$ cat config.mk
export PLATFORM = sky130hd
export DESIGN_NAME = key_value_line_scanner_unit
export DESIGN_NICKNAME = d
export VERILOG_FILES = /design/src/design/kvs_pkg.sv /design/src/design/kvs_front.sv /design/src/design/kvs_queue.sv /design/src/design/kvs_back.sv /design/src/design/key_value_line_scanner_unit.sv
export SDC_FILE = /design/constraint.sdc
export NUM_CORES = 1
export LEC_CHECK = 0
export ABC_AREA = 0
export BUFFER_PORTS_ARGS = -buffer_cell sky130_fd_sc_hd__buf_4
export CELL_PAD_IN_SITES_DETAIL_PLACEMENT = 2
export CELL_PAD_IN_SITES_GLOBAL_PLACEMENT = 2
export CORE_UTILIZATION = 40
export DETAILED_ROUTE_END_ITERATION = 10
export PLACE_DENSITY_LB_ADDON = 0.25
export SYNTH_ARGS = -nofsm -noshare
export SYNTH_HDL_FRONTEND = slang
export SYNTH_SLANG_ARGS = --single-unit
$ cat constraint.sdc
create_clock -name i_clk -period 4.7 [get_ports i_clk]
set_input_delay 0.705 -clock i_clk [delete_from_list [all_inputs] [get_ports i_clk]]
set_output_delay 0.705 -clock i_clk [all_outputs]
set_load 0.02 [all_outputs]
$ cat src/design/kvs_pkg.sv
package kvs_pkg;

    // Longest key the scanner compares.
    localparam int KEY_MAX_CHARS = 16;
    localparam int KEY_POS_W     = 5;
    localparam int KEY_IDX_W     = 4;

    // Depth of the queue between the classifier and the parser.
    localparam int QUEUE_DEPTH   = 4;
    localparam int QUEUE_PTR_W   = 2;
    localparam int QUEUE_CNT_W   = 3;

    // Configuration port.
    localparam int CFG_INDEX_W   = 8;
    localparam int CFG_DATA_W    = 64;

    localparam logic [CFG_INDEX_W-1:0] CFG_KEY_CHARS_LOW  = 8'd0;
    localparam logic [CFG_INDEX_W-1:0] CFG_KEY_CHARS_HIGH = 8'd1;
    localparam logic [CFG_INDEX_W-1:0] CFG_KEY_LENGTH     = 8'd2;
    localparam logic [CFG_INDEX_W-1:0] CFG_VALUE_CAPACITY = 8'd3;

    // Special characters of the settings text.
    localparam logic [7:0] CH_NUL = 8'h00;
    localparam logic [7:0] CH_SUB = 8'h1A;
    localparam logic [7:0] CH_FF  = 8'hFF;
    localparam logic [7:0] CH_EQ  = 8'h3D;
    localparam logic [7:0] CH_LF  = 8'h0A;
    localparam logic [7:0] CH_CR  = 8'h0D;

    typedef enum logic [2:0] {
        PH_LINE  = 3'd0,
        PH_KEY   = 3'd1,
        PH_SEP   = 3'd2,
        PH_VALUE = 3'd3,
        PH_WAIT  = 3'd4,
        PH_DONE  = 3'd5
    } t_phase;

    typedef enum logic [1:0] {
        KIND_BYTE     = 2'd0,
        KIND_FOUND    = 2'd1,
        KIND_NOTFOUND = 2'd2
    } t_kind;

    // One classified input transaction as it waits in the queue.
    typedef struct packed {
        logic                     first;
        logic                     has_byte;
        logic                     last;
        logic                     is_eot;
        logic                     is_eol;
        logic                     is_eq;
        logic [KEY_MAX_CHARS-1:0] key_match;
        logic [7:0]               data_byte;
    } t_item;

    // One result transaction.
    typedef struct packed {
        t_kind       kind;
        logic [7:0]  value_byte;
        logic [15:0] value_length;
        logic        final_res;
    } t_result;

    // Queue status seen by the classifier and the parser.
    typedef struct packed {
        logic full;
        logic head_valid;
    } t_queue_status;

endpackage

$ cat src/design/kvs_front.sv
module kvs_front (
    input  logic                               i_valid,
    output logic                               o_ready,
    input  logic                               i_first,
    input  logic                               i_has_byte,
    input  logic [7:0]                         i_data_byte,
    input  logic                               i_last,
    input  logic [8*kvs_pkg::KEY_MAX_CHARS-1:0] i_key_chars,
    input  kvs_pkg::t_queue_status             i_queue_status,
    output logic                               o_push,
    output kvs_pkg::t_item                     o_item
);
    import kvs_pkg::*;

    // Accept whenever the queue has room.
    assign o_ready = !i_queue_status.full;
    assign o_push  = i_valid && o_ready;

    // Classify the byte and compare it with every key character at once.
    always_comb begin
        o_item.first     = i_first;
        o_item.has_byte  = i_has_byte;
        o_item.last      = i_last;
        o_item.data_byte = i_data_byte;
        o_item.is_eot    = i_data_byte inside {CH_NUL, CH_SUB, CH_FF};
        o_item.is_eol    = i_data_byte inside {CH_LF, CH_CR};
        o_item.is_eq     = (i_data_byte == CH_EQ);
        for (int p = 0; p < KEY_MAX_CHARS; p++) begin
            o_item.key_match[p] = (i_key_chars[p*8 +: 8] == i_data_byte);
        end
    end

endmodule

$ cat src/design/kvs_queue.sv
module kvs_queue (
    input  logic                   i_clk,
    input  logic                   i_rst_n,
    input  logic                   i_push,
    input  kvs_pkg::t_item         i_item,
    input  logic                   i_pop,
    output kvs_pkg::t_item         o_head,
    output kvs_pkg::t_queue_status o_status
);
    import kvs_pkg::*;

    t_item                  r_mem [QUEUE_DEPTH];
    logic [QUEUE_PTR_W-1:0] r_wr_ptr;
    logic [QUEUE_PTR_W-1:0] r_rd_ptr;
    logic [QUEUE_CNT_W-1:0] r_count;

    assign o_head              = r_mem[r_rd_ptr];
    assign o_status.full       = (r_count == QUEUE_CNT_W'(QUEUE_DEPTH));
    assign o_status.head_valid = (r_count != '0);

    // Storage needs no reset.
    always_ff @(posedge i_clk) begin
        if (i_push) begin
            r_mem[r_wr_ptr] <= i_item;
        end
    end

    // Pointers and fill count.
    always_ff @(posedge i_clk) begin
        if (!i_rst_n) begin
            r_wr_ptr <= '0;
            r_rd_ptr <= '0;
            r_count  <= '0;
        end else begin
            if (i_push) begin
                r_wr_ptr <= r_wr_ptr + 1'b1;
            end
            if (i_pop) begin
                r_rd_ptr <= r_rd_ptr + 1'b1;
            end
            if (i_push && !i_pop) begin
                r_count <= r_count + 1'b1;
            end else if (!i_push && i_pop) begin
                r_count <= r_count - 1'b1;
            end
        end
    end

endmodule

$ cat src/design/kvs_back.sv
module kvs_back (
    input  logic                   i_clk,
    input  logic                   i_rst_n,
    input  logic [4:0]             i_key_length,
    input  logic [15:0]            i_value_capacity,
    input  kvs_pkg::t_item         i_head,
    input  kvs_pkg::t_queue_status i_queue_status,
    output logic                   o_pop,
    output logic                   o_valid,
    input  logic                   i_ready,
    output kvs_pkg::t_result       o_result
);
    import kvs_pkg::*;

    t_phase                 r_phase, n_phase;
    logic [KEY_POS_W-1:0]   r_kpos, n_kpos;
    logic [15:0]            r_vcnt, n_vcnt;
    t_result                r_out, r_pend;
    logic                   r_out_valid, r_pend_valid;

    logic [KEY_POS_W-1:0]   s_len;
    logic [KEY_POS_W-1:0]   s_kpos_inc;
    logic                   s_done;
    t_result                s_res0, s_res1;
    logic [1:0]             s_res_cnt;
    logic                   s_load;

    // Result that closes a scan: found in a value, otherwise not found.
    function automatic t_result f_finish(input t_phase ph, input logic [15:0] cnt);
        t_result res;
        res.value_byte = '0;
        res.final_res  = 1'b1;
        if (ph == PH_VALUE) begin
            res.kind         = KIND_FOUND;
            res.value_length = cnt;
        end else begin
            res.kind         = KIND_NOTFOUND;
            res.value_length = '0;
        end
        return res;
    endfunction

    // Key lengths beyond the compare width act as the full width.
    assign s_len = (i_key_length > KEY_POS_W'(KEY_MAX_CHARS)) ?
                   KEY_POS_W'(KEY_MAX_CHARS) : i_key_length;

    // The head transaction is taken when both its results have a place.
    assign s_load = (!r_out_valid || i_ready) && !r_pend_valid;
    assign o_pop  = i_queue_status.head_valid && s_load;

    // Parser state register.
    always_ff @(posedge i_clk) begin
        if (!i_rst_n) begin
            r_phase <= PH_LINE;
            r_kpos  <= '0;
            r_vcnt  <= '0;
        end else if (o_pop) begin
            r_phase <= n_phase;
            r_kpos  <= n_kpos;
            r_vcnt  <= n_vcnt;
        end
    end

    // Next parser state and the results of the head transaction.
    always_comb begin
        n_phase    = i_head.first ? PH_LINE : r_phase;
        n_kpos     = i_head.first ? '0 : r_kpos;
        n_vcnt     = i_head.first ? '0 : r_vcnt;
        s_done     = 1'b0;
        s_res0     = '0;
        s_res1     = '0;
        s_res_cnt  = 2'd0;
        s_kpos_inc = '0;
        if (n_phase == PH_DONE) begin
            s_done = 1'b1;
        end else if (s_len == '0) begin
            s_res0    = f_finish(n_phase, n_vcnt);
            s_res_cnt = 2'd1;
            n_phase   = PH_DONE;
            s_done    = 1'b1;
        end else if (i_head.has_byte) begin
            if (i_head.is_eot) begin
                s_res0    = f_finish(n_phase, n_vcnt);
                s_res_cnt = 2'd1;
                n_phase   = PH_DONE;
                s_done    = 1'b1;
            end else if (i_head.is_eol) begin
                if (n_phase == PH_VALUE) begin
                    s_res0    = f_finish(n_phase, n_vcnt);
                    s_res_cnt = 2'd1;
                    n_phase   = PH_DONE;
                    s_done    = 1'b1;
                end else begin
                    n_phase = PH_LINE;
                end
            end else begin
                case (n_phase)
                    PH_LINE, PH_KEY: begin
                        if (n_phase == PH_LINE) begin
                            n_kpos = '0;
                        end
                        if (i_head.key_match[n_kpos[KEY_IDX_W-1:0]]) begin
                            s_kpos_inc = n_kpos + 1'b1;
                            n_kpos     = s_kpos_inc;
                            n_phase    = (s_kpos_inc >= s_len) ? PH_SEP : PH_KEY;
                        end else begin
                            n_phase = PH_WAIT;
                        end
                    end
                    PH_SEP: begin
                        n_phase = i_head.is_eq ? PH_VALUE : PH_WAIT;
                    end
                    PH_VALUE: begin
                        if (n_vcnt >= i_value_capacity) begin
                            s_res0    = f_finish(n_phase, n_vcnt);
                            s_res_cnt = 2'd1;
                            n_phase   = PH_DONE;
                            s_done    = 1'b1;
                        end else begin
                            s_res0.kind         = KIND_BYTE;
                            s_res0.value_byte   = i_head.data_byte;
                            s_res0.value_length = '0;
                            s_res0.final_res    = 1'b0;
                            s_res_cnt           = 2'd1;
                            n_vcnt              = n_vcnt + 1'b1;
                        end
                    end
                    default: begin
                    end
                endcase
            end
        end
        // The last flag closes a scan that is still open.
        if (i_head.last && !s_done) begin
            if (s_res_cnt == 2'd0) begin
                s_res0    = f_finish(n_phase, n_vcnt);
                s_res_cnt = 2'd1;
            end else begin
                s_res1    = f_finish(n_phase, n_vcnt);
                s_res_cnt = 2'd2;
            end
            n_phase = PH_DONE;
        end
    end

    // Output register with one pending slot for a second result.
    always_ff @(posedge i_clk) begin
        if (!i_rst_n) begin
            r_out_valid  <= 1'b0;
            r_pend_valid <= 1'b0;
        end else if (!r_out_valid || i_ready) begin
            if (r_pend_valid) begin
                r_out_valid  <= 1'b1;
                r_pend_valid <= 1'b0;
            end else if (o_pop && s_res_cnt != 2'd0) begin
                r_out_valid  <= 1'b1;
                r_pend_valid <= (s_res_cnt == 2'd2);
            end else begin
                r_out_valid  <= 1'b0;
            end
        end
    end

    // Result payload.
    always_ff @(posedge i_clk) begin
        if (!r_out_valid || i_ready) begin
            if (r_pend_valid) begin
                r_out <= r_pend;
            end else if (o_pop) begin
                r_out  <= s_res0;
                r_pend <= s_res1;
            end
        end
    end

    assign o_valid  = r_out_valid;
    assign o_result = r_out;

endmodule

$ cat src/design/key_value_line_scanner_unit.sv
// Scans a settings text, one byte per input transaction, for a line "key=value" whose
// key starts in the first column, and streams out the bytes of the first matching value,
// then one found result with the value length or one not-found result. A classifier takes one
// input transaction per cycle, while the queue has room, into a four-entry queue; the parser
// drains it at one transaction per cycle, while the output takes results, into an output
// register with a spare slot, so the sustained rate is one input per cycle while each input
// yields at most one result; one yielding a value byte and the closing result also fills the
// slot. Configuration writes are accepted every cycle and must be made while idle.
module key_value_line_scanner_unit (
    input  logic                        i_clk,
    input  logic                        i_rst_n,
    // Configuration write channel.
    input  logic                        i_cfg_valid,
    output logic                        o_cfg_ready,
    input  logic [kvs_pkg::CFG_INDEX_W-1:0] i_cfg_index,
    input  logic [kvs_pkg::CFG_DATA_W-1:0]  i_cfg_data,
    // Input channel.
    input  logic                        i_valid,
    output logic                        o_ready,
    input  logic                        i_first,
    input  logic                        i_has_byte,
    input  logic [7:0]                  i_data_byte,
    input  logic                        i_last,
    // Result channel.
    output logic                        o_valid,
    input  logic                        i_ready,
    output logic [1:0]                  o_kind,
    output logic [7:0]                  o_value_byte,
    output logic [15:0]                 o_value_length,
    output logic                        o_final_res
);
    import kvs_pkg::*;

    logic [8*KEY_MAX_CHARS-1:0] r_key_chars;
    logic [4:0]                 r_key_length;
    logic [15:0]                r_value_capacity;

    t_queue_status              s_queue_status;
    t_item                      s_item;
    t_item                      s_head;
    logic                       s_push;
    logic                       s_pop;
    t_result                    s_result;

    // Configuration registers.
    assign o_cfg_ready = 1'b1;

    always_ff @(posedge i_clk) begin
        if (!i_rst_n) begin
            r_key_chars      <= '0;
            r_key_length     <= '0;
            r_value_capacity <= '0;
        end else if (i_cfg_valid) begin
            case (i_cfg_index)
                CFG_KEY_CHARS_LOW:  r_key_chars[63:0]   <= i_cfg_data;
                CFG_KEY_CHARS_HIGH: r_key_chars[127:64] <= i_cfg_data;
                CFG_KEY_LENGTH:     r_key_length        <= i_cfg_data[4:0];
                CFG_VALUE_CAPACITY: r_value_capacity    <= i_cfg_data[15:0];
                default: begin
                end
            endcase
        end
    end

    // Classifier.
    kvs_front u_front (
        .i_valid        (i_valid),
        .o_ready        (o_ready),
        .i_first        (i_first),
        .i_has_byte     (i_has_byte),
        .i_data_byte    (i_data_byte),
        .i_last         (i_last),
        .i_key_chars    (r_key_chars),
        .i_queue_status (s_queue_status),
        .o_push         (s_push),
        .o_item         (s_item)
    );

    // Queue between classifier and parser.
    kvs_queue u_queue (
        .i_clk    (i_clk),
        .i_rst_n  (i_rst_n),
        .i_push   (s_push),
        .i_item   (s_item),
        .i_pop    (s_pop),
        .o_head   (s_head),
        .o_status (s_queue_status)
    );

    // Parser and result output.
    kvs_back u_back (
        .i_clk            (i_clk),
        .i_rst_n          (i_rst_n),
        .i_key_length     (r_key_length),
        .i_value_capacity (r_value_capacity),
        .i_head           (s_head),
        .i_queue_status   (s_queue_status),
        .o_pop            (s_pop),
        .o_valid          (o_valid),
        .i_ready          (i_ready),
        .o_result         (s_result)
    );

    assign o_kind         = s_result.kind;
    assign o_value_byte   = s_result.value_byte;
    assign o_value_length = s_result.value_length;
    assign o_final_res    = s_result.final_res;

endmodule
# Yosys cells after proc, flatten, opt, wreduce, memory -nomap -nowiden
# Memories as Yosys holds them, arrays and structs flattened. A register that Yosys moved wholly into a read port is not among the register bits.
# Index checks and enable logic that the tools add are counted.
[totals] regBits=236 mem_bits_rw=120 out_inout_bits=30 n_memories=1
[classes] add_sub_neg=6 order_cmp=4 eq_ne=31 n_mux=81 bitwise_logic=2 reduce_logical=33
[mem_list] name="u_queue.r_mem" words=4 word_bits=30 read_ports=1 rd_clocked_by_memory_dff=1 wr=1 line="kvs_queue.sv:12" rtl="t_item r_mem [QUEUE_DEPTH];"
[op_table] cell="$mux W27" count=10
[op_table] cell="$mux W16" count=10
[op_table] cell="$eq A8 B8 Y1" count=16
[op_table] cell="$mux W5" count=16
[op_table] cell="$mux W26" count=2
[op_table] cell="$mux W3" count=13
[op_table] cell="$mux W2" count=11
[op_table] cell="$mux W1" count=17
[op_table] cell="$add A16 B1 Y16 const B" count=1
[op_table] cell="$eq A8 B2 Y1 const B" count=2
[op_table] cell="$eq A8 B4 Y1 const B" count=2
[op_table] cell="$ge A16 B16 Y1" count=1
[op_table] cell="$logic_not A8 Y1" count=2
[op_table] cell="$reduce_and A2 Y1" count=5
[op_table] cell="$eq A3 B2 Y1 const B" count=3
[op_table] cell="$pmux W3 S3" count=1
[op_table] cell="$eq A8 B1 Y1 const B" count=1
[op_table] cell="$eq A8 B5 Y1 const B" count=1
[op_table] cell="$eq A8 B6 Y1 const B" count=1
[op_table] cell="$eq A8 B8 Y1 const B" count=1
[op_table] cell="$reduce_bool A2 Y1" count=4
[op_table] cell="$logic_and A1 B1 Y1" count=7
[op_table] cell="$eq A3 B3 Y1 const B" count=2
[op_table] cell="$logic_not A1 Y1" count=6
[op_table] cell="other kinds (18)" count=22

# Depth between registers and ports, before layout
[logic_depth] ltp_word=25 depth_mapped=18 ltp_nobuf=15

# By module
# From an unflattened synthesis, not the netlist that was laid out.
[hier_totals] cells_unflattened=1492 area_unflattened_um2=16857.4
[by_module_without_submodules] mod="key_value_line_scanner_unit" n_inst=1 cells_per_inst=558 area_each_um2=5564.1 seq_area_each_um2=2982.9
[by_module_without_submodules] mod="kvs_back" n_inst=1 cells_per_inst=517 area_each_um2=4775.8 seq_area_each_um2=1901.8
[by_module_without_submodules] mod="kvs_queue" n_inst=1 cells_per_inst=199 area_each_um2=4774.6 seq_area_each_um2=3783.6
[by_module_without_submodules] mod="kvs_front" n_inst=1 cells_per_inst=218 area_each_um2=1742.9 seq_area_each_um2=0.0

# Least setup slack after synthesis
# Ideal clock, no wire load.
[synth_path] kind="flip-flop to flip-flop" start="register with a tool-made name" end="register u_back.r_pend[5] (netlist bit) (data pin)" setup_time_ns=0.264 arrival_time_ns=3.638 t_required_ns=4.436 path_slack_ns=0.798 path_stages_with_launch=17 n_path_buf=4 synth_period_minus_slack_ns=3.902 path_cell_list="dfxtp_1 > buf_6 > mux4_2 > buf_2 > clkbuf_1 > nor2b_1 > ha_1 > and4_1 > a21oi_1 > o211ai_1 > a21oi_1 > inv_1 > clkbuf_1 > nor3_1 > and4_1 > xnor2_1 > nor2_1"
[synth_lines] item="to (signal assigned)" line="kvs_back.sv:171" rtl="r_pend <= s_res1;"
[synth_lines] item="to (decl)" line="kvs_back.sv:18" rtl="t_result r_out, r_pend;"

==> impl_results.md <==
- Outcome: completed
- Skew-Pair Late Insertion Delay: 0.57 ns
- Number of flops mapped to enable cells by yosys: 166
- Most frequent cells in the layout: 299 x nand2_1, 183 x dfxtp_1, 166 x edfxtp_1
- Average size of a mapped cell: 10.3 sq um
- Clock Path Buffers: 3
- Layout cell share with drive strength beyond 1: 15.4%
- Crit start category: register
- Most common cell after layout, fill and taps aside: nand2_1
- Post-CTS sizing: 0
- Routed WL: 48,800 microns
- Total GRT Usage: 24.0%
- DR WL/cell: 22.3 microns
- Detail Placement HPWL: 32,200 microns
- Slew headroom: 21.0%
- Ports: 118
- Crit Path Max Fanout: 23
- Power per cell area: 472 nW/um^2
- Area of the die: 41,100 sq um
- Core box area: 39,700 sq um
- Synth Flop Type: dfxtp_1
- Syn Std Cell Area: 16,100 sq um
- Critical path class: register to register
- ANT nets after route: 0
- Post-CTS setup buffer count: 0
- Fin crit share: 87.6%
- Site Rows: 73
- Distinct cells, synth: 77
- Design Power: 8.78 mW
- Initial core utilization: 40.5%
- R2R Setup Slk: 0.58 ns
- First-pass GRT wire length: 76,300 microns
- HP Class: input port to register
- Root buf cell: clkbuf_16
- Die height: 203 microns
- GP Congestion: 0.798
- Sequential area share after synthesis: 53.8%
- Fin Setup TNS: 0 ns
- RSZ-0062 raised after global routing: no
- Worst-path clk slew: 0.07 ns
- H-tree depth: 2
- Synth Register Bits: 350
- Post-synthesis cell count: 1,561
- CTS tree: done
- Clock Skews: 0.0226 ns
- Critical Path End Type: register
- Critical path arrival: 4.50 ns
- Antenna cell count: 0
- Post-CTS Hold Fix Bufs: 0
- FMAX: 243 MHz
- Syn nets: 1,678
- Worst slew pin tran: 1.18 ns
- Max-cap violations: 0
- YS warnings: 0
- 1st-pass router iterations: 4
- Final slew viol count: 0
- Initial antenna violation count: 0
- Total grt overflow: 0
- DRC: 0
- Final setup viols: 0
- Filler cell count: 4,105
- Final net count: 1,751
- Tmin final: 4.12 ns
- Largest net degree at the start of global routing: 108
- DRT iter0 DRCs: 517
- Data required, critical path: 5.09 ns
- Clock Sinks: 350
- Vias in the first global route: 13,300
- Routed via count: 11,900
- Share of flip-flops with an asynchronous set or reset: 0%
- P_leak: 6.27 nW
- Vias per cell: 5.45
- Area delta synth->final: 15.5%
- Peak supply drop: 0.236 mV
- Die width: 203 microns
- Fin. Hold Viols: 0
- CTS Buf Count: 40
- IO buf count: 116
==> worst paths after layout <==
check,cells past startpoint,from,end
hold reg to reg,2,r_key_chars[90],r_key_chars[90]
hold / removal,1,i_last,u_queue.r_mem[0][27]
setup reg to reg,12,u_queue.r_mem[3][29],u_back.o_result[2]
setup / recovery,12,u_queue.r_mem[3][29],u_back.o_result[2]
==> routing by layer <==
layer / GRT usage [%] / vias to the layer above / share of wire [%]
met5: 0 / - / 0
met4: 8.40 / 0 / 2.5
met3: 3.10 / 81 / 2.9
li1: - / 5583 / -
met2: 43.2 / 183 / 52
met1: 29.5 / 6097 / 43
==> cell usage after synthesis (all sizes together), types with 14 or more instances <==
cell type / count / area share (%)
a21oi: 155 / 4.8
a22oi: 14 / 0.65
and3: 20 / 0.78
buf: 17 / 0.70
clkbuf: 87 / 2.0
dfxtp: 184 / 23
edfxtp: 166 / 31
ha: 28 / 2.2
inv: 32 / 0.75
mux2i: 34 / 2.1
mux4: 29 / 4.1
nand2: 301 / 7.0
nand3: 15 / 0.47
nand4: 41 / 1.6
nor2: 109 / 2.6
nor2b: 19 / 0.79
nor3: 15 / 0.53
o21ai: 32 / 1.2
xnor2: 140 / 7.6
==> through the flow <==
step                      area, sq um  hold slack, ns  utilization [%]  setup WS [ns]  std cells
after floorplan                 16100           0.449                -          0.798       1561
after global placement          17400           0.454             43.7          0.567       2117
after detailed placement        17400           0.463             43.7          0.340       2117
after CTS                       18600           0.322             46.8          0.311       2191
after global routing            18600           0.337             46.8          0.229       2191
final                           18600           0.354             46.8          0.583       2191
==> critical path: stages, from the launching register on <==
cell	delay, ns
edfxtp_1	0.41
mux4_2	0.73
nor2b_1	0.31
ha_1	0.29
and4_1	0.22
a21oi_1	0.13
o211ai_1	0.09
a21oi_1	0.25
inv_1	0.13
o21a_1	0.21
o31ai_2	0.42
nand4_4	0.41
o21ai_0	0.30
==> state kept, by name, indices dropped and copies added, names as in the netlist, named ones only <==
register	cells
u_back.r_vcnt	16
u_back.o_result	27
u_back.r_phase	3
r_value_capacity	16
u_queue.r_rd_ptr	2
u_back.r_pend_valid	1
u_back.r_pend	19
u_back.r_kpos	5
r_key_length	5
u_queue.r_wr_ptr	2
r_key_chars	128
u_back.o_valid	1
u_queue.r_count	3
u_queue.r_mem	120
==> area by class of cell <==
type,count,area [sq um],share of cell area (%)
clock buffer,58,1120,6.03
clock inverter,16,82.6,0.444
inverter,33,126,0.680
multi-input combinational,1074,6890,37.1
sequential,350,8670,46.6
tap,525,657,3.53
timing repair buffer,135,1040,5.59
==> logic make-up (layout without fill, tap and decap cells) <==
kind of cell / after synthesis / count (layout) / share of synthesized area [%]
adder cells (fa/ha/maj): 29 / 29 / 2.30
multiplexers: 67 / 67 / 6.45
AND/OR/NAND/NOR: 566 / 566 / 16.1
buffers and inverters: 137 / 242 / 3.50
other: 2 / 2 / 0.0467
AO/OA/AOI/OAI: 263 / 263 / 9.76
XOR/XNOR: 147 / 147 / 8.00
flip-flops: 350 / 350 / 53.8
==> power breakdown <==
group | switching, mW | leakage (nW) | total (mW) | internal [mW]
sequential | 0.193 | 3.05 | 3.79 | 3.60
clock | 1.27 | 0.583 | 2.92 | 1.66
combinational | 1.31 | 2.64 | 2.07 | 0.761
No activity file was read; power rests on OpenSTA's default activity.
